`src/design/vsps_pkg.sv`:
```
// Shared types, constants and helper functions for the SPS header parser.
package vsps_pkg;

  localparam int MAX_GOLOMB_ZEROS_DEF = 31;
  localparam int GZ_W   = 6;
  localparam int ACC_W  = 33;
  localparam int QDEPTH = 2;
  localparam int QPTR_W = 1;
  localparam int QCNT_W = 2;

  localparam logic [1:0] ST_OK    = 2'd0;
  localparam logic [1:0] ST_SHORT = 2'd1;
  localparam logic [1:0] ST_ID    = 2'd2;

  typedef enum logic [4:0] {
    PH_VPS, PH_MAXSUB, PH_NEST, PH_SKIP_A, PH_SKIP_B, PH_SKIP_C, PH_SUBSKIP,
    PH_SPSID, PH_CHROMA, PH_SEPCOL, PH_WIDTH, PH_HEIGHT, PH_CONFFLAG,
    PH_CL, PH_CR, PH_CT, PH_CB, PH_LUMA, PH_CDEPTH, PH_POC, PH_ORDFLAG,
    PH_ORD0, PH_ORD1, PH_ORD2, PH_LOG2MIN, PH_LOG2DIFF, PH_DONE
  } phase_t;

  typedef struct packed {
    logic [7:0] data_byte;
    logic       last_byte;
  } in_word_t;

  typedef struct packed {
    logic [7:0] data_byte;
    logic       last_byte;
    logic       short_set;
  } q_word_t;

  typedef struct packed {
    logic [1:0]  status;
    logic [3:0]  video_set_id;
    logic [3:0]  seq_set_id;
    logic [7:0]  chroma_format;
    logic [15:0] pic_width;
    logic [15:0] pic_height;
    logic [15:0] crop_left;
    logic [15:0] crop_right;
    logic [15:0] crop_top;
    logic [15:0] crop_bottom;
    logic [7:0]  luma_depth_minus8;
    logic [9:0]  ctu_size_log2;
  } out_word_t;

  function automatic logic [GZ_W-1:0] fixed_width(input phase_t ph);
    logic [GZ_W-1:0] w;
    unique case (ph)
      PH_VPS:    w = GZ_W'(4);
      PH_MAXSUB: w = GZ_W'(3);
      PH_NEST, PH_SEPCOL, PH_CONFFLAG, PH_ORDFLAG: w = GZ_W'(1);
      PH_SKIP_A, PH_SKIP_B: w = GZ_W'(32);
      PH_SKIP_C, PH_SUBSKIP: w = GZ_W'(16);
      default:   w = '0;
    endcase
    return w;
  endfunction

  function automatic logic [15:0] sat16(input logic [ACC_W-1:0] v);
    return (|v[ACC_W-1:16]) ? 16'hFFFF : v[15:0];
  endfunction

endpackage

```
`src/design/vsps_front.sv`:
```
// Input stage: accepts payload words, counts bytes per set and tags short sets.
module vsps_front (
  input  logic               clk,
  input  logic               rst,
  input  logic               item_valid,
  output logic               item_ready,
  input  vsps_pkg::in_word_t item,
  output logic               q_push,
  output vsps_pkg::q_word_t  q_word,
  input  logic               q_full
);

  logic [2:0] byte_count;
  logic [2:0] byte_count_next;
  logic [2:0] count_inc;

  assign item_ready = !q_full;
  assign q_push     = item_valid && item_ready;

  always_comb begin
    count_inc = (byte_count == 3'd7) ? byte_count : byte_count + 3'd1;
    byte_count_next = byte_count;
    if (q_push) begin
      byte_count_next = item.last_byte ? 3'd0 : count_inc;
    end
    q_word.data_byte = item.data_byte;
    q_word.last_byte = item.last_byte;
    q_word.short_set = item.last_byte && (count_inc < 3'd4);
  end

  always_ff @(posedge clk) begin
    if (rst) begin
      byte_count <= '0;
    end else begin
      byte_count <= byte_count_next;
    end
  end

endmodule

```
`src/design/vsps_fifo.sv`:
```
// Two-entry queue between the input stage and the bit-serial parser.
module vsps_fifo (
  input  logic              clk,
  input  logic              rst,
  input  logic              push,
  input  vsps_pkg::q_word_t push_word,
  output logic              full,
  input  logic              pop,
  output logic              pop_valid,
  output vsps_pkg::q_word_t pop_word
);

  vsps_pkg::q_word_t                  entries [vsps_pkg::QDEPTH];
  logic [vsps_pkg::QPTR_W-1:0]        wr_ptr;
  logic [vsps_pkg::QPTR_W-1:0]        rd_ptr;
  logic [vsps_pkg::QCNT_W-1:0]        count;
  logic                               do_push;
  logic                               do_pop;

  assign full      = (count == vsps_pkg::QCNT_W'(vsps_pkg::QDEPTH));
  assign pop_valid = (count != '0);
  assign pop_word  = entries[rd_ptr];
  assign do_push   = push && !full;
  assign do_pop    = pop && pop_valid;

  always_ff @(posedge clk) begin
    if (do_push) begin
      entries[wr_ptr] <= push_word;
    end
  end

  always_ff @(posedge clk) begin
    if (rst) begin
      wr_ptr <= '0;
      rd_ptr <= '0;
      count  <= '0;
    end else begin
      if (do_push) begin
        wr_ptr <= wr_ptr + 1'b1;
      end
      if (do_pop) begin
        rd_ptr <= rd_ptr + 1'b1;
      end
      if (do_push && !do_pop) begin
        count <= count + 1'b1;
      end else if (do_pop && !do_push) begin
        count <= count - 1'b1;
      end
    end
  end

endmodule

```
`src/design/vsps_back.sv`:
```
// Bit-serial field parser with zero padding and the registered result word.
module vsps_back #(
  parameter int MAX_GOLOMB_ZEROS = vsps_pkg::MAX_GOLOMB_ZEROS_DEF
) (
  input  logic                clk,
  input  logic                rst,
  input  logic                q_valid,
  input  vsps_pkg::q_word_t   q_word,
  output logic                q_pop,
  output logic                result_valid,
  input  logic                result_ready,
  output vsps_pkg::out_word_t result
);

  localparam int GW = vsps_pkg::GZ_W;
  localparam int AW = vsps_pkg::ACC_W;
  localparam logic [GW-1:0] MaxZ = GW'(MAX_GOLOMB_ZEROS);

  logic       busy, busy_next;
  logic       fill, fill_next;
  logic [2:0] bit_cnt, bit_cnt_next;
  logic [7:0] shreg, shreg_next;
  logic       cur_last, cur_last_next;
  logic       cur_short, cur_short_next;

  vsps_pkg::phase_t phase, phase_next;
  logic [GW-1:0] gz, gz_next;
  logic [AW-1:0] acc, acc_next;
  logic          in_suffix, in_suffix_next;
  logic [3:0]    loop_idx, loop_idx_next;
  logic [2:0]    slc, slc_next;
  logic          id_error, id_error_next;

  logic [3:0]  f_vps, f_vps_next;
  logic [7:0]  f_sps, f_sps_next;
  logic [7:0]  f_chroma, f_chroma_next;
  logic [15:0] f_width, f_width_next;
  logic [15:0] f_height, f_height_next;
  logic [15:0] f_cl, f_cl_next;
  logic [15:0] f_cr, f_cr_next;
  logic [15:0] f_ct, f_ct_next;
  logic [15:0] f_cb, f_cb_next;
  logic [7:0]  f_luma, f_luma_next;
  logic [7:0]  f_lmin, f_lmin_next;
  logic [7:0]  f_ldiff, f_ldiff_next;

  vsps_pkg::out_word_t result_next;
  logic                result_valid_next;

  logic          feed;
  logic          fbit;
  logic          emit;
  logic          fin;
  logic [AW-1:0] fin_v;
  logic [GW-1:0] w;
  logic [GW-1:0] gz_inc;
  logic [GW-1:0] gz_dec;
  logic [AW-1:0] acc_shift;
  logic [3:0]    loop_dec;

  always_comb begin
    busy_next      = busy;
    fill_next      = fill;
    bit_cnt_next   = bit_cnt;
    shreg_next     = shreg;
    cur_last_next  = cur_last;
    cur_short_next = cur_short;
    feed           = 1'b0;
    fbit           = 1'b0;
    emit           = 1'b0;
    q_pop          = 1'b0;

    if (busy) begin
      feed         = 1'b1;
      fbit         = shreg[7];
      shreg_next   = {shreg[6:0], 1'b0};
      bit_cnt_next = bit_cnt + 3'd1;
      if (bit_cnt == 3'd7) begin
        busy_next = 1'b0;
        if (cur_last) begin
          fill_next = 1'b1;
        end else begin
          q_pop = q_valid;
        end
      end
    end else if (fill) begin
      if (phase != vsps_pkg::PH_DONE) begin
        feed = 1'b1;
      end else if (!result_valid || result_ready) begin
        emit      = 1'b1;
        fill_next = 1'b0;
        q_pop     = q_valid;
      end
    end else begin
      q_pop = q_valid;
    end

    if (q_pop) begin
      busy_next      = 1'b1;
      bit_cnt_next   = '0;
      shreg_next     = q_word.data_byte;
      cur_last_next  = q_word.last_byte;
      cur_short_next = q_word.short_set;
    end
  end

  always_comb begin
    phase_next     = phase;
    gz_next        = gz;
    acc_next       = acc;
    in_suffix_next = in_suffix;
    loop_idx_next  = loop_idx;
    slc_next       = slc;
    id_error_next  = id_error;
    f_vps_next     = f_vps;
    f_sps_next     = f_sps;
    f_chroma_next  = f_chroma;
    f_width_next   = f_width;
    f_height_next  = f_height;
    f_cl_next      = f_cl;
    f_cr_next      = f_cr;
    f_ct_next      = f_ct;
    f_cb_next      = f_cb;
    f_luma_next    = f_luma;
    f_lmin_next    = f_lmin;
    f_ldiff_next   = f_ldiff;
    fin            = 1'b0;
    fin_v          = '0;
    w              = vsps_pkg::fixed_width(phase);
    gz_inc         = gz + GW'(1);
    gz_dec         = (gz != '0) ? gz - GW'(1) : gz;
    acc_shift      = {acc[AW-2:0], fbit};
    loop_dec       = (loop_idx != '0) ? loop_idx - 4'd1 : loop_idx;

    if (feed && phase != vsps_pkg::PH_DONE) begin
      if (w != '0) begin
        acc_next = acc_shift;
        gz_next  = gz_inc;
        if (gz_inc >= w) begin
          fin   = 1'b1;
          fin_v = acc_shift;
        end
      end else if (!in_suffix) begin
        if (fbit) begin
          in_suffix_next = 1'b1;
          acc_next       = AW'(1);
          if (gz == '0) begin
            fin = 1'b1;
          end
        end else begin
          gz_next = gz_inc;
          if (gz_inc >= MaxZ) begin
            in_suffix_next = 1'b1;
            acc_next       = AW'(1);
          end
        end
      end else begin
        acc_next = acc_shift;
        gz_next  = gz_dec;
        if (gz_dec == '0) begin
          fin   = 1'b1;
          fin_v = acc_shift - AW'(1);
        end
      end
    end

    if (fin) begin
      acc_next       = '0;
      gz_next        = '0;
      in_suffix_next = 1'b0;
      unique case (phase)
        vsps_pkg::PH_VPS: begin
          f_vps_next = fin_v[3:0];
          phase_next = vsps_pkg::PH_MAXSUB;
        end
        vsps_pkg::PH_MAXSUB: begin
          slc_next   = fin_v[2:0];
          phase_next = vsps_pkg::PH_NEST;
        end
        vsps_pkg::PH_NEST:   phase_next = vsps_pkg::PH_SKIP_A;
        vsps_pkg::PH_SKIP_A: phase_next = vsps_pkg::PH_SKIP_B;
        vsps_pkg::PH_SKIP_B: phase_next = vsps_pkg::PH_SKIP_C;
        vsps_pkg::PH_SKIP_C: begin
          phase_next = (slc != '0) ? vsps_pkg::PH_SUBSKIP : vsps_pkg::PH_SPSID;
        end
        vsps_pkg::PH_SUBSKIP: phase_next = vsps_pkg::PH_SPSID;
        vsps_pkg::PH_SPSID: begin
          f_sps_next = fin_v[7:0];
          if (fin_v[7:0] >= 8'd16) begin
            id_error_next = 1'b1;
            phase_next    = vsps_pkg::PH_DONE;
          end else begin
            phase_next = vsps_pkg::PH_CHROMA;
          end
        end
        vsps_pkg::PH_CHROMA: begin
          f_chroma_next = fin_v[7:0];
          phase_next    = (fin_v[7:0] == 8'd3) ? vsps_pkg::PH_SEPCOL : vsps_pkg::PH_WIDTH;
        end
        vsps_pkg::PH_SEPCOL: phase_next = vsps_pkg::PH_WIDTH;
        vsps_pkg::PH_WIDTH: begin
          f_width_next = vsps_pkg::sat16(fin_v);
          phase_next   = vsps_pkg::PH_HEIGHT;
        end
        vsps_pkg::PH_HEIGHT: begin
          f_height_next = vsps_pkg::sat16(fin_v);
          phase_next    = vsps_pkg::PH_CONFFLAG;
        end
        vsps_pkg::PH_CONFFLAG: begin
          phase_next = (fin_v != '0) ? vsps_pkg::PH_CL : vsps_pkg::PH_LUMA;
        end
        vsps_pkg::PH_CL: begin
          f_cl_next  = vsps_pkg::sat16(fin_v);
          phase_next = vsps_pkg::PH_CR;
        end
        vsps_pkg::PH_CR: begin
          f_cr_next  = vsps_pkg::sat16(fin_v);
          phase_next = vsps_pkg::PH_CT;
        end
        vsps_pkg::PH_CT: begin
          f_ct_next  = vsps_pkg::sat16(fin_v);
          phase_next = vsps_pkg::PH_CB;
        end
        vsps_pkg::PH_CB: begin
          f_cb_next  = vsps_pkg::sat16(fin_v);
          phase_next = vsps_pkg::PH_LUMA;
        end
        vsps_pkg::PH_LUMA: begin
          f_luma_next = fin_v[7:0];
          phase_next  = vsps_pkg::PH_CDEPTH;
        end
        vsps_pkg::PH_CDEPTH: phase_next = vsps_pkg::PH_POC;
        vsps_pkg::PH_POC:    phase_next = vsps_pkg::PH_ORDFLAG;
        vsps_pkg::PH_ORDFLAG: begin
          loop_idx_next = (fin_v != '0) ? {1'b0, slc} + 4'd1 : 4'd1;
          phase_next    = vsps_pkg::PH_ORD0;
        end
        vsps_pkg::PH_ORD0: phase_next = vsps_pkg::PH_ORD1;
        vsps_pkg::PH_ORD1: phase_next = vsps_pkg::PH_ORD2;
        vsps_pkg::PH_ORD2: begin
          loop_idx_next = loop_dec;
          phase_next    = (loop_dec != '0) ? vsps_pkg::PH_ORD0 : vsps_pkg::PH_LOG2MIN;
        end
        vsps_pkg::PH_LOG2MIN: begin
          f_lmin_next = fin_v[7:0];
          phase_next  = vsps_pkg::PH_LOG2DIFF;
        end
        vsps_pkg::PH_LOG2DIFF: begin
          f_ldiff_next = fin_v[7:0];
          phase_next   = vsps_pkg::PH_DONE;
        end
        default: phase_next = vsps_pkg::PH_DONE;
      endcase
    end

    if (emit) begin
      phase_next     = vsps_pkg::PH_VPS;
      gz_next        = '0;
      acc_next       = '0;
      in_suffix_next = 1'b0;
      loop_idx_next  = '0;
      slc_next       = '0;
      id_error_next  = 1'b0;
      f_vps_next     = '0;
      f_sps_next     = '0;
      f_chroma_next  = '0;
      f_width_next   = '0;
      f_height_next  = '0;
      f_cl_next      = '0;
      f_cr_next      = '0;
      f_ct_next      = '0;
      f_cb_next      = '0;
      f_luma_next    = '0;
      f_lmin_next    = '0;
      f_ldiff_next   = '0;
    end
  end

  always_comb begin
    result_next = '0;
    if (cur_short) begin
      result_next.status = vsps_pkg::ST_SHORT;
    end else if (id_error) begin
      result_next.status       = vsps_pkg::ST_ID;
      result_next.video_set_id = f_vps;
      result_next.seq_set_id   = f_sps[3:0];
    end else begin
      result_next.status            = vsps_pkg::ST_OK;
      result_next.video_set_id      = f_vps;
      result_next.seq_set_id        = f_sps[3:0];
      result_next.chroma_format     = f_chroma;
      result_next.pic_width         = f_width;
      result_next.pic_height        = f_height;
      result_next.crop_left         = f_cl;
      result_next.crop_right        = f_cr;
      result_next.crop_top          = f_ct;
      result_next.crop_bottom       = f_cb;
      result_next.luma_depth_minus8 = f_luma;
      result_next.ctu_size_log2     = 10'd3 + {2'b00, f_lmin} + {2'b00, f_ldiff};
    end
    result_valid_next = emit || (result_valid && !result_ready);
  end

  always_ff @(posedge clk) begin
    shreg     <= shreg_next;
    cur_last  <= cur_last_next;
    cur_short <= cur_short_next;
    if (emit) begin
      result <= result_next;
    end
  end

  always_ff @(posedge clk) begin
    if (rst) begin
      busy         <= 1'b0;
      fill         <= 1'b0;
      bit_cnt      <= '0;
      result_valid <= 1'b0;
      phase        <= vsps_pkg::PH_VPS;
      gz           <= '0;
      acc          <= '0;
      in_suffix    <= 1'b0;
      loop_idx     <= '0;
      slc          <= '0;
      id_error     <= 1'b0;
      f_vps        <= '0;
      f_sps        <= '0;
      f_chroma     <= '0;
      f_width      <= '0;
      f_height     <= '0;
      f_cl         <= '0;
      f_cr         <= '0;
      f_ct         <= '0;
      f_cb         <= '0;
      f_luma       <= '0;
      f_lmin       <= '0;
      f_ldiff      <= '0;
    end else begin
      busy         <= busy_next;
      fill         <= fill_next;
      bit_cnt      <= bit_cnt_next;
      result_valid <= result_valid_next;
      phase        <= phase_next;
      gz           <= gz_next;
      acc          <= acc_next;
      in_suffix    <= in_suffix_next;
      loop_idx     <= loop_idx_next;
      slc          <= slc_next;
      id_error     <= id_error_next;
      f_vps        <= f_vps_next;
      f_sps        <= f_sps_next;
      f_chroma     <= f_chroma_next;
      f_width      <= f_width_next;
      f_height     <= f_height_next;
      f_cl         <= f_cl_next;
      f_cr         <= f_cr_next;
      f_ct         <= f_ct_next;
      f_cb         <= f_cb_next;
      f_luma       <= f_luma_next;
      f_lmin       <= f_lmin_next;
      f_ldiff      <= f_ldiff_next;
    end
  end

  a_emit_restarts: assert property (@(posedge clk) disable iff (rst)
    emit |=> (phase == vsps_pkg::PH_VPS) && !id_error && !fill)
    else $error("parser did not restart after result");

  a_no_pop_while_padding: assert property (@(posedge clk) disable iff (rst)
    (fill && phase != vsps_pkg::PH_DONE) |-> !q_pop)
    else $error("word taken while padding last set");

  a_id_error_done: assert property (@(posedge clk) disable iff (rst)
    id_error |-> (phase == vsps_pkg::PH_DONE))
    else $error("parsing continued after id error");

  a_status_legal: assert property (@(posedge clk) disable iff (rst)
    result_valid |-> (result.status == vsps_pkg::ST_OK ||
                      result.status == vsps_pkg::ST_SHORT ||
                      result.status == vsps_pkg::ST_ID))
    else $error("illegal result status");

  a_busy_fill_exclusive: assert property (@(posedge clk) disable iff (rst)
    !(busy && fill))
    else $error("shifting and padding at once");

endmodule

```
`src/design/video_sps_header_parser.sv`:
```
// Top level of the SPS header parser: input stage, word queue and bit-serial parser.
// Usage:
//   item channel: one payload byte per word (emulation bytes removed), MSB
//   first, with last_byte set on the final byte of a parameter set.
//   result channel: one result word per parameter set, sent after its last
//   byte; status is ok, too short (under 4 bytes) or id out of range.
// Throughput: the parser shifts one header bit per cycle, but waits whenever the
//   queue is empty; a two-word queue in front lets the input side accept ahead
//   while the parser works.
// Order: with the parser idle, a last byte passes through the queue and is
//   shifted in, then zero bits are fed to complete any unread header fields,
//   then the result register is loaded; surplus bytes past the header are
//   still shifted through in full.
// Reset: rst is synchronous; it empties the queue, drops any partial
//   parameter set and drops any pending result.
// Stall: a held result stays in the output register; the parser keeps
//   working on following bytes and waits only when it has the next result.
module video_sps_header_parser #(
  parameter int MAX_GOLOMB_ZEROS = vsps_pkg::MAX_GOLOMB_ZEROS_DEF
) (
  input  logic                clk,
  input  logic                rst,
  input  logic                item_valid,
  output logic                item_ready,
  input  vsps_pkg::in_word_t  item,
  output logic                result_valid,
  input  logic                result_ready,
  output vsps_pkg::out_word_t result
);

  logic              q_push;
  logic              q_full;
  vsps_pkg::q_word_t q_in;
  logic              q_pop;
  logic              q_valid;
  vsps_pkg::q_word_t q_out;

  vsps_front u_front (
    .clk        (clk),
    .rst        (rst),
    .item_valid (item_valid),
    .item_ready (item_ready),
    .item       (item),
    .q_push     (q_push),
    .q_word     (q_in),
    .q_full     (q_full)
  );

  vsps_fifo u_fifo (
    .clk       (clk),
    .rst       (rst),
    .push      (q_push),
    .push_word (q_in),
    .full      (q_full),
    .pop       (q_pop),
    .pop_valid (q_valid),
    .pop_word  (q_out)
  );

  vsps_back #(
    .MAX_GOLOMB_ZEROS (MAX_GOLOMB_ZEROS)
  ) u_back (
    .clk          (clk),
    .rst          (rst),
    .q_valid      (q_valid),
    .q_word       (q_out),
    .q_pop        (q_pop),
    .result_valid (result_valid),
    .result_ready (result_ready),
    .result       (result)
  );

endmodule
```
`config.mk`:
```
export PLATFORM = sky130hd
export DESIGN_NAME = video_sps_header_parser
export DESIGN_NICKNAME = d
export VERILOG_FILES = /design/src/design/vsps_pkg.sv /design/src/design/vsps_front.sv /design/src/design/vsps_fifo.sv /design/src/design/vsps_back.sv /design/src/design/video_sps_header_parser.sv
export SDC_FILE = /design/constraint.sdc
export NUM_CORES = 1
export LEC_CHECK = 0
export BUFFER_PORTS_ARGS = -buffer_cell sky130_fd_sc_hd__buf_2
export CAP_MARGIN = 20
export CORE_ASPECT_RATIO = 1.2
export CORE_MARGIN = 1.5
export CORE_UTILIZATION = 45
export DETAILED_ROUTE_END_ITERATION = 6
export PLACE_DENSITY = 0.72
export SETUP_SLACK_MARGIN = 0.2
export SLEW_MARGIN = 15
export SYNTH_ARGS = -nofsm -noshare
export SYNTH_HDL_FRONTEND = slang
export SYNTH_HIERARCHICAL = 1
export SYNTH_SLANG_ARGS = --single-unit
```
`constraint.sdc`:
```
create_clock -name clk -period 18.84 [get_ports clk]
set_input_delay 2.826 -clock clk [delete_from_list [all_inputs] [get_ports clk]]
set_output_delay 2.826 -clock clk [all_outputs]
set_load 0.005 [all_outputs]
```
### After elaboration in Yosys (flattened, before gate mapping)

Memory sizes are Yosys's and may differ from the RTL's. A register that Yosys moved wholly into a read port is not among the register bits.
Index checks and enable logic that the tools add are counted.

* add/sub/neg operators: 13
* $lt $le $gt $ge: 4
* eq/ne operators: 33
* muxes and demuxes: 69
* bitwise gates (word level): 1
* reductions and logical operators: 53

Operators with widths (count)
* $mux 33: 5
* $mux 32: 4
* $pmux 5 s25: 1
* $eq 5x5->1 const B: 10
* $eq 5x4->1 const B: 8
* $mux 1: 38
* $reduce_and 2->1: 18
* $reduce_bool 33->1: 1
* $sub 33x1->33 const B: 1
* $mux 6: 4
* $eq 5x3->1 const B: 4
* $mux 5: 4
* $reduce_or 17->1: 1
* $mux 16: 1
* $mux 8: 2
* $logic_not 6->1: 2
* $mux 4: 3
* $reduce_bool 4->1: 3
* $reduce_bool 6->1: 2
* $add 10x8->10: 1
* $eq 5x2->1 const B: 2
* $mux 10: 1
* $add 2x8->9 const A: 1
* $eq 8x2->1 const B: 1
* other kinds (31): 55

* flip-flop bits (word level): 343
* memory bits (writable): 20
* memory bits (read-only): 160
* input port bits: 13
* word-level logic and storage cells: 217
* memories kept: 2

Memories
* (name not given): words 32, width 5, read ports 1, clocked after Yosys merged registers in 1, write ports 0, RTL line vsps_pkg.sv:50 `unique case (ph)`
* u_fifo.entries: words 2, width 10, read ports 1, clocked after Yosys merged registers in 1, write ports 1, RTL line vsps_fifo.sv:13 `vsps_pkg::q_word_t entries [vsps_pkg::QDEPTH];`

### Logic depth before layout (Yosys ltp)

Gate-level depths: netlist of run 1.

* depth in word-level cells: 12
* depth in mapped cells: 20
* gate-level depth less buffers: 18

### Cells and area by module

Netlist of run 1, hierarchy kept.

Modules (own cells, without submodules)
* vsps_back: instances 1, cells an instance 1418, area each 14584.0 um2, seq. area each 8247.9 um2
* vsps_fifo: instances 1, cells an instance 56, area each 938.4 um2, seq. area each 700.7 um2
* vsps_front: instances 1, cells an instance 27, area each 245.2 um2, seq. area each 60.1 um2

### Least setup slack after synthesis of run 1

No wires, ideal clock.

* path kind: input to register
* from: input result_ready
* to: register u_back/w[0] (netlist name)
* data arrival time: 15.237 ns
* required time: 18.700 ns
* setup slack: 3.463 ns
* cell stages on the path: 11
* cells stage by stage: nand2b_1 > nand2_1 > nor3b_1 > nor2_1 > o211ai_1 > inv_1 > a32o_1 > inv_1 > ha_1 > mux2i_1 > o32ai_1

* word-level cells in the longest chain between the ends: 7

Ends and longest elaborated chain
* start: declaration: RTL line video_sps_header_parser.sv:27 `input logic result_ready,`
* $logic_or 1x1->1: RTL line vsps_back.sv:89 `end else if (!result_valid || result_ready) begin`
* $mux 1: RTL line vsps_back.sv:89
* $mux 1: RTL line vsps_back.sv:87 `if (phase != vsps_pkg::PH_DONE) begin`
* $mux 1: RTL line vsps_back.sv:86 `end else if (fill) begin`
* $mux 1: RTL line vsps_back.sv:73 `if (busy) begin`
* via u_back.emit: RTL line vsps_back.sv:52 `logic emit;`
* $reduce_or 2->1 (no line)
* $mux 5 (no line)

The timed path passes the listed nets, and every way through them passes these cells.
A chain may end at the register's enable or synchronous reset.

### Worst setup path after layout of run 1

* from: input result_ready
* to: register u_back.f_height[9]

* word-level cells in the longest chain between the ends: 6

Ends and longest elaborated chain
* $logic_or 1x1->1: RTL line vsps_back.sv:89
* $mux 1: RTL line vsps_back.sv:89
* $mux 1: RTL line vsps_back.sv:87
* $mux 1: RTL line vsps_back.sv:86
* $mux 1: RTL line vsps_back.sv:73
* via u_back.emit: RTL line vsps_back.sv:52
* $reduce_or 2->1 (no line)
* end signal: assignment: RTL line vsps_back.sv:354 `f_height <= f_height_next;`
* end: declaration: RTL line vsps_back.sv:38 `logic [15:0] f_height, f_height_next;`

The timed path passes the listed nets, and every way through them passes these cells.

==> reports/qor.yml, run 1 <==
synth:
  synth_top_cell_area_share: 0.309
  ys_seq_area_frac: 0.571
  synthArstFlopShare: 0
  synth_seq_cells: 369
  synth-edff-count: 162
  ys_warn_count: 6
  yosysTopAreaCell: "edfxtp_1"
  synth.area.top_cells: "edfxtp_1, dfxtp_1, nor2_1"
  syn_area_um2: 15800
  synth_area_per_cell_um2: 10.5
  synthCells: 1501
  synth_cell_types: 82
  syn-num-nets: 1549
  synthTopCellsByCount: "nor2_1, dfxtp_1, edfxtp_1"
  yosysMostFrequentCell: "nor2_1"
  synth_ff_type: "dfxtp_1"
timing:
  tightest_slew_ps: 1060
  setup_viol_count_final: 0
  rsz0062_at_grt: "false"
  period_needed_ps: 5190
  period_share: 0.276
  fmax_mhz: 193
  hold_viol: 0
  slew_viol_final: 0
  relSlewSlack: 0.292
  skew_ps: 26.7
  setup_tns_ps: 0
setup_path:
  end_kind: "register"
  crit_fanout: 100
  cp.arrival_ps: 5560
  path_buf_inv: 3
  crit_type: "input port to register"
  cp-start-kind: "input port"
  cpMostUsedCell: "buf_4"
  worst-endpoint-required_ps: 19210
  cpPeakStageDelay_ps: 850
  worst_path_max_delay_cell: "buf_4"
  path_delay_family: "buffers and inverters"
  cp_cell_sequence: "buf_2 -> nand2b_1 -> nand2_1 -> nor3b_2 -> buf_4 -> or2_4 -> buf_4 -> a211oi_1"
drt:
  wire_per_inst_um: 16.8
  drt-pass1-iter-count: 5
  route.detailed.drc: 0
  routed_via_density: 5.40
  vias: 11274
  first_iter_violations: 930
  drt-total-wl_um: 35100
  ant_nets: 0
floorplanning:
  die_h_um: 208
  num_rows: 74
  io_pins: 147
  core_region_area_um2: 34300
  dieArea_um2: 36200
  initial_core_util: 0.460
  die_width_um: 174
global_routing:
  overflow: 0
  antenna_found_initial: 0
  grt_pass1_vias: 10826
  grt_start_max_net_pins: 101
  grt_usage: 0.193
  grt_pass1_wl_um: 56600
clock_network:
  clock_sinks: 369
  cts.path.max_buffers: 3
  cts_resized: 0
  root_buffer: "clkbuf_16"
  post_cts_buffers: 0
  htreeDepth: 2
  clk_latency_ps: 550
  cts_made_buffers: 37
  tritoncts: "yes"
  cts_hold_buffers: 0
  clk_pin_slew_ps: 60
pwr:
  p_per_area_nw_per_um2: 110
  vdd_ir_drop_max_v: 0.000101
  p_leak_nw: 6.58
final_layout:
  drive_above_1_share: 0.171
  area_growth_pct: 14.6
  nNetsFinal: 1650
  instances_no_fill: 2086
  diodes: 0
min_path:
  min_path_type: "register to register"
status:
  run_status: "finished, final reports clean"
placed_design:
  place_congestion: 0.908
  dp_cells: 2019
  hpwl_um: 23900
  port_buffers: 146
run:
  drv_cap: 0
[path summary, 6_finish.rpt]
check | from | endpoint | slack, ps | cells past startpoint
min | u_back/f_cr[2] | u_back/f_cr[2] | 460 | 2
max | result_ready | u_back/f_height[9] | 13650 | 8
max reg2reg | u_back/gz[0] | u_back/w[0] | 13990 | 18
min reg2reg | u_back/f_cr[2] | u_back/f_cr[2] | 460 | 2
[sequential cells by signal, summed over array words and instances, names as in the netlist, 4 cells and up, named ones only]
register and count:
u_back/acc 32, u_back/f_cb 16, u_back/f_chroma 8, u_back/f_cl 16
u_back/f_cr 16, u_back/f_ct 16, u_back/f_height 16, u_back/f_ldiff 8
u_back/f_lmin 8, u_back/f_luma 8, u_back/f_sps 4, u_back/f_vps 4
u_back/f_width 16, u_back/gz 6, u_back/loop_idx 4, u_back/phase 5
u_back/result 132, u_back/shreg 8, u_back/w 5, u_fifo/entries 20
[area by class of cell]
type | count | area [um2]
fillers | 3028 | 16200
repair buffers | 165 | 873
multi-input cells | 989 | 6220
clock inverters | 24 | 248
clock buffers | 43 | 993
flip-flops and latches | 369 | 9010
inverters | 40 | 150
well taps | 456 | 571
[power by group]
part,internal (mW),total (mW),switching (mW)
Clock,0.436,0.740,0.304
Combinational,0.114,0.329,0.214
Sequential,0.874,0.913,0.0393
[per-layer routing]
metal	track usage	vias to the layer above	part of all wire
li1	-	5570	-
met2	0.325	324	0.48
met1	0.242	5293	0.42
met3	0.0358	87	0.053
met4	0.0868	0	0.039
met5	0	-	0
[tightest hold or removal path, cell delays in order, from the launching register on]
cell	delay, ps
dfxtp_1	310
nand2_1	50
a21oi_1	50
[placed cells by master, fill, tap and decap left out, types with 5 or more instances in the layout]
cell / n
a22oi_1: 34
nand3_1: 17
nor4_1: 10
nor2b_1: 18
a21oi_1: 70
a31oi_1: 10
o31ai_1: 5
mux2_2: 18
clkinv_2: 7
xor2_1: 10
buf_4: 19
mux2i_1: 26
clkbuf_16: 38
ha_1: 34
xnor2_1: 12
a21o_1: 9
clkinv_1: 6
nor3_1: 30
nand2_1: 69
nand4_1: 6
or2_2: 6
or4_1: 5
dfxtp_1: 207
buf_2: 146
inv_1: 40
edfxtp_1: 162
a211oi_1: 99
nand2b_1: 12
o21ai_0: 33
nor2_1: 237
and2_1: 118
or3_1: 11
[through the flow]
stage	util	power, mW	instance area [um2]	worst slack [ps]	hold WS (ps)
detailed placement	0.491	1.26	16800	13100	449
floorplan	-	1.18	15800	3460	432
CTS	0.527	2.00	18000	13650	457
finish	0.527	1.98	18100	13650	459
global route	0.527	2.07	18100	13380	470
global placement	0.491	1.25	16800	13150	439
[cells by family (layout without fill, tap and decap cells)]
group	count (synthesis)	count (layout)	share of synthesized area
DFF	369	369	0.571
muxes	44	44	0.0294
xor gates and xnor gates	22	22	0.0122
and+or+nand+nor	575	575	0.182
adders and majority gates	35	35	0.0282
buffers and inverters	143	272	0.0375
AOI/OAI and AO/OA	313	313	0.139
Power figures use the tool's default switching activity.
==> inputs of run 2 (changes only) <==
--- a/config.mk
+++ b/config.mk
@@ -11,7 +11,7 @@
 export CORE_MARGIN = 1.5
 export CORE_UTILIZATION = 45
 export DETAILED_ROUTE_END_ITERATION = 6
-export PLACE_DENSITY = 0.72
+export PLACE_DENSITY = 0.75
 export SETUP_SLACK_MARGIN = 0.2
 export SLEW_MARGIN = 15
 export SYNTH_ARGS = -nofsm -noshare
==> constraint.sdc (replaced) <==
create_clock -name clk -period 4.4 [get_ports clk]
set_input_delay 0.66 -clock clk [delete_from_list [all_inputs] [get_ports clk]]
set_output_delay 0.66 -clock clk [all_outputs]
set_load 0.005 [all_outputs]
==> run 2 against run 1 <==
Final cell count is 3.0% higher. Count of clock-buffer cells in the layout increased by 6. Total power increased to 4.4 times the previous value. Routed wire length is 6.6% higher. Sequential share of layout area fell by 2.9 points. Clock skew down 13 ps.
==> reports/qor.yml, run 2 (synthesized netlist as in run 1, its figures left out) <==
clock_network:
  htreeDepth: 2
  root_buffer: "clkbuf_16"
  cts_hold_buffers: 0
  cts.path.max_buffers: 3
  clk_pin_slew_ps: 60
  tritoncts: "yes"
  clk_latency_ps: 540
  clock_sinks: 369
  cts_made_buffers: 37
setup_path:
  r2r-start: "u_back/gz[0]"
  worst-endpoint-required_ps: 4810
  rr_endpoint: "u_back/w[0]"
  end_kind: "register"
  crit_type: "register to register"
  crit_fanout: 9
  crit_end: "u_back/w[0]"
  rr_worst_depth: 18
  cp.arrival_ps: 4430
  startpoint: "u_back/gz[0]"
  rrSetupSlack_ps: 380
  cp-start-kind: "register"
placed_design:
  port_buffers: 146
  post_dp_cell_area_um2: 17800
  place_congestion: 0.897
  hpwl_um: 25300
pwr:
  p_leak_nw: 7.02
  p_per_area_nw_per_um2: 452
  vdd_ir_drop_max_v: 0.000331
final_layout:
  area_growth_pct: 21.7
  reg_top3: "u_back/result: 132 flops, u_back/acc: 32 flops, u_fifo/entries: 20 flops"
  final_core_util: 0.560
  multiInputGateArea_um2: 6850
  regMostFlops: "u_back/result"
  final_cell_mix: "nor2_1, dfxtp_1, edfxtp_1"
  seq_area_um2: 9020
  nNetsFinal: 1712
  final_area_um2: 19200
  diodes: 0
  fill_cells: 2890
  final_common_cell: "nor2_1"
  largest_register_ffs: 132
  drive_above_1_share: 0.274
global_routing:
  overflow: 0
  grt_pass1_wl_um: 59800
  grt_pass1_vias: 11280
  grt_start_max_net_pins: 100
  grt_usage: 0.205
  antenna_found_initial: 0
timing:
  relSlewSlack: 0.329
  hold_viol: 0
  tightest_slew_ps: 1000
  setup_viol_count_final: 0
  slew_viol_final: 0
  rsz0062_at_grt: "false"
  fmax_mhz: 249
  period_needed_ps: 4020
  period_share: 0.913
  skew_ps: 13.8
min_path:
  min_from: "item[7]"
  hold_depth: 1
  min_path_type: "input port to register"
drt:
  drt-pass1-iter-count: 5
  routed_via_density: 5.40
  ant_nets: 0
  route.detailed.drc: 0
  first_iter_violations: 872
  wire_per_inst_um: 17.4
  drt-total-wl_um: 37500
  vias: 11610
floorplanning:
  initial_core_util: 0.460
  dieArea_um2: 36200
  die_width_um: 174
  num_rows: 74
  die_h_um: 208
  core_region_area_um2: 34300
  io_pins: 147
status:
  run_status: "finished, final reports clean"
run:
  drv_cap: 0
## run 2: cell count changes in the layout (fill, tap and decap cells not counted), sizes merged
| cell | change |
|---|---|
| buf | +61 |
| clkbuf | +6 |
| clkinv | -3 |
| clkinvlp | -2 |
| dlymetal6s2s | +1 |
## run 2: report_power, final
part | total [mW] | internal (mW) | switching [mW]
Sequential | 3.87 | 3.75 | 0.120
Combinational | 1.62 | 0.576 | 1.04
Clock | 3.19 | 1.87 | 1.32
Total | 8.68 | 6.20 | 2.48
## run 2: worst max-delay path, cell delays in order (launching register included)
cell,delay (ps)
dfxtp_4,390
ha_2,190
nand3_1,130
xnor2_2,210
ha_1,250
o21a_1,200
o32ai_2,160
buf_4,180
a211oi_1,80
o21ai_1,160
o211ai_1,160
a211o_1,310
or3_1,390
nor2b_1,160
o41a_1,350
inv_1,100
ha_1,240
mux2i_1,140
o32ai_1,90
## run 2: what timing repair did
action,CTS,global route
setup endpoints to repair,5,10
setup buffers,0,5
pin swaps,0,6
resized for setup,2,15
## run 2: worst min path at each step
stage	end	slack (ps)
3_3_place_gp	u_back/f_cr[2]	450
3_5_place_dp	u_back/f_width[13]	460
6_report	u_fifo/entries[1][8]	320
2_1_floorplan	u_back/f_cb[11]	440
5_1_grt	u_fifo/entries[0][6]	300
4_1_cts	u_fifo/entries[0][4]	290
## run 2: routing by layer
metal  vias to the layer above  track usage  part of all wire  routed length (um)
li1                       5680            -                 -                   -
met1                      5588        0.253              0.41               15500
met2                       275        0.362              0.51               19200
met3                        67       0.0309             0.046                1710
met4                         0       0.0779             0.028                1060
met5                         -            0                 0                   0
## run 2: layout make-up
cell class / instances / share of cell area
Sequential cell: 369 / 0.470
Inverter: 40 / 0.00782
Multi-Input combinational cell: 989 / 0.357
Clock buffer: 49 / 0.0527
Timing Repair Buffer: 227 / 0.0713
Tap cell: 456 / 0.0297
Clock inverter: 19 / 0.0121
## run 2: through the flow
stage	setup WS [ps]	power (mW)	hold slack [ps]	TNS, ps	instances
floorplan	-1580	5.10	442	-211070	1501
global placement	184	5.47	452	0	2076
detailed placement	139	5.50	455	0	2076
CTS	245	8.71	293	0	2144
global route	169	9.05	296	0	2149
finish	381	8.68	317	0	2149
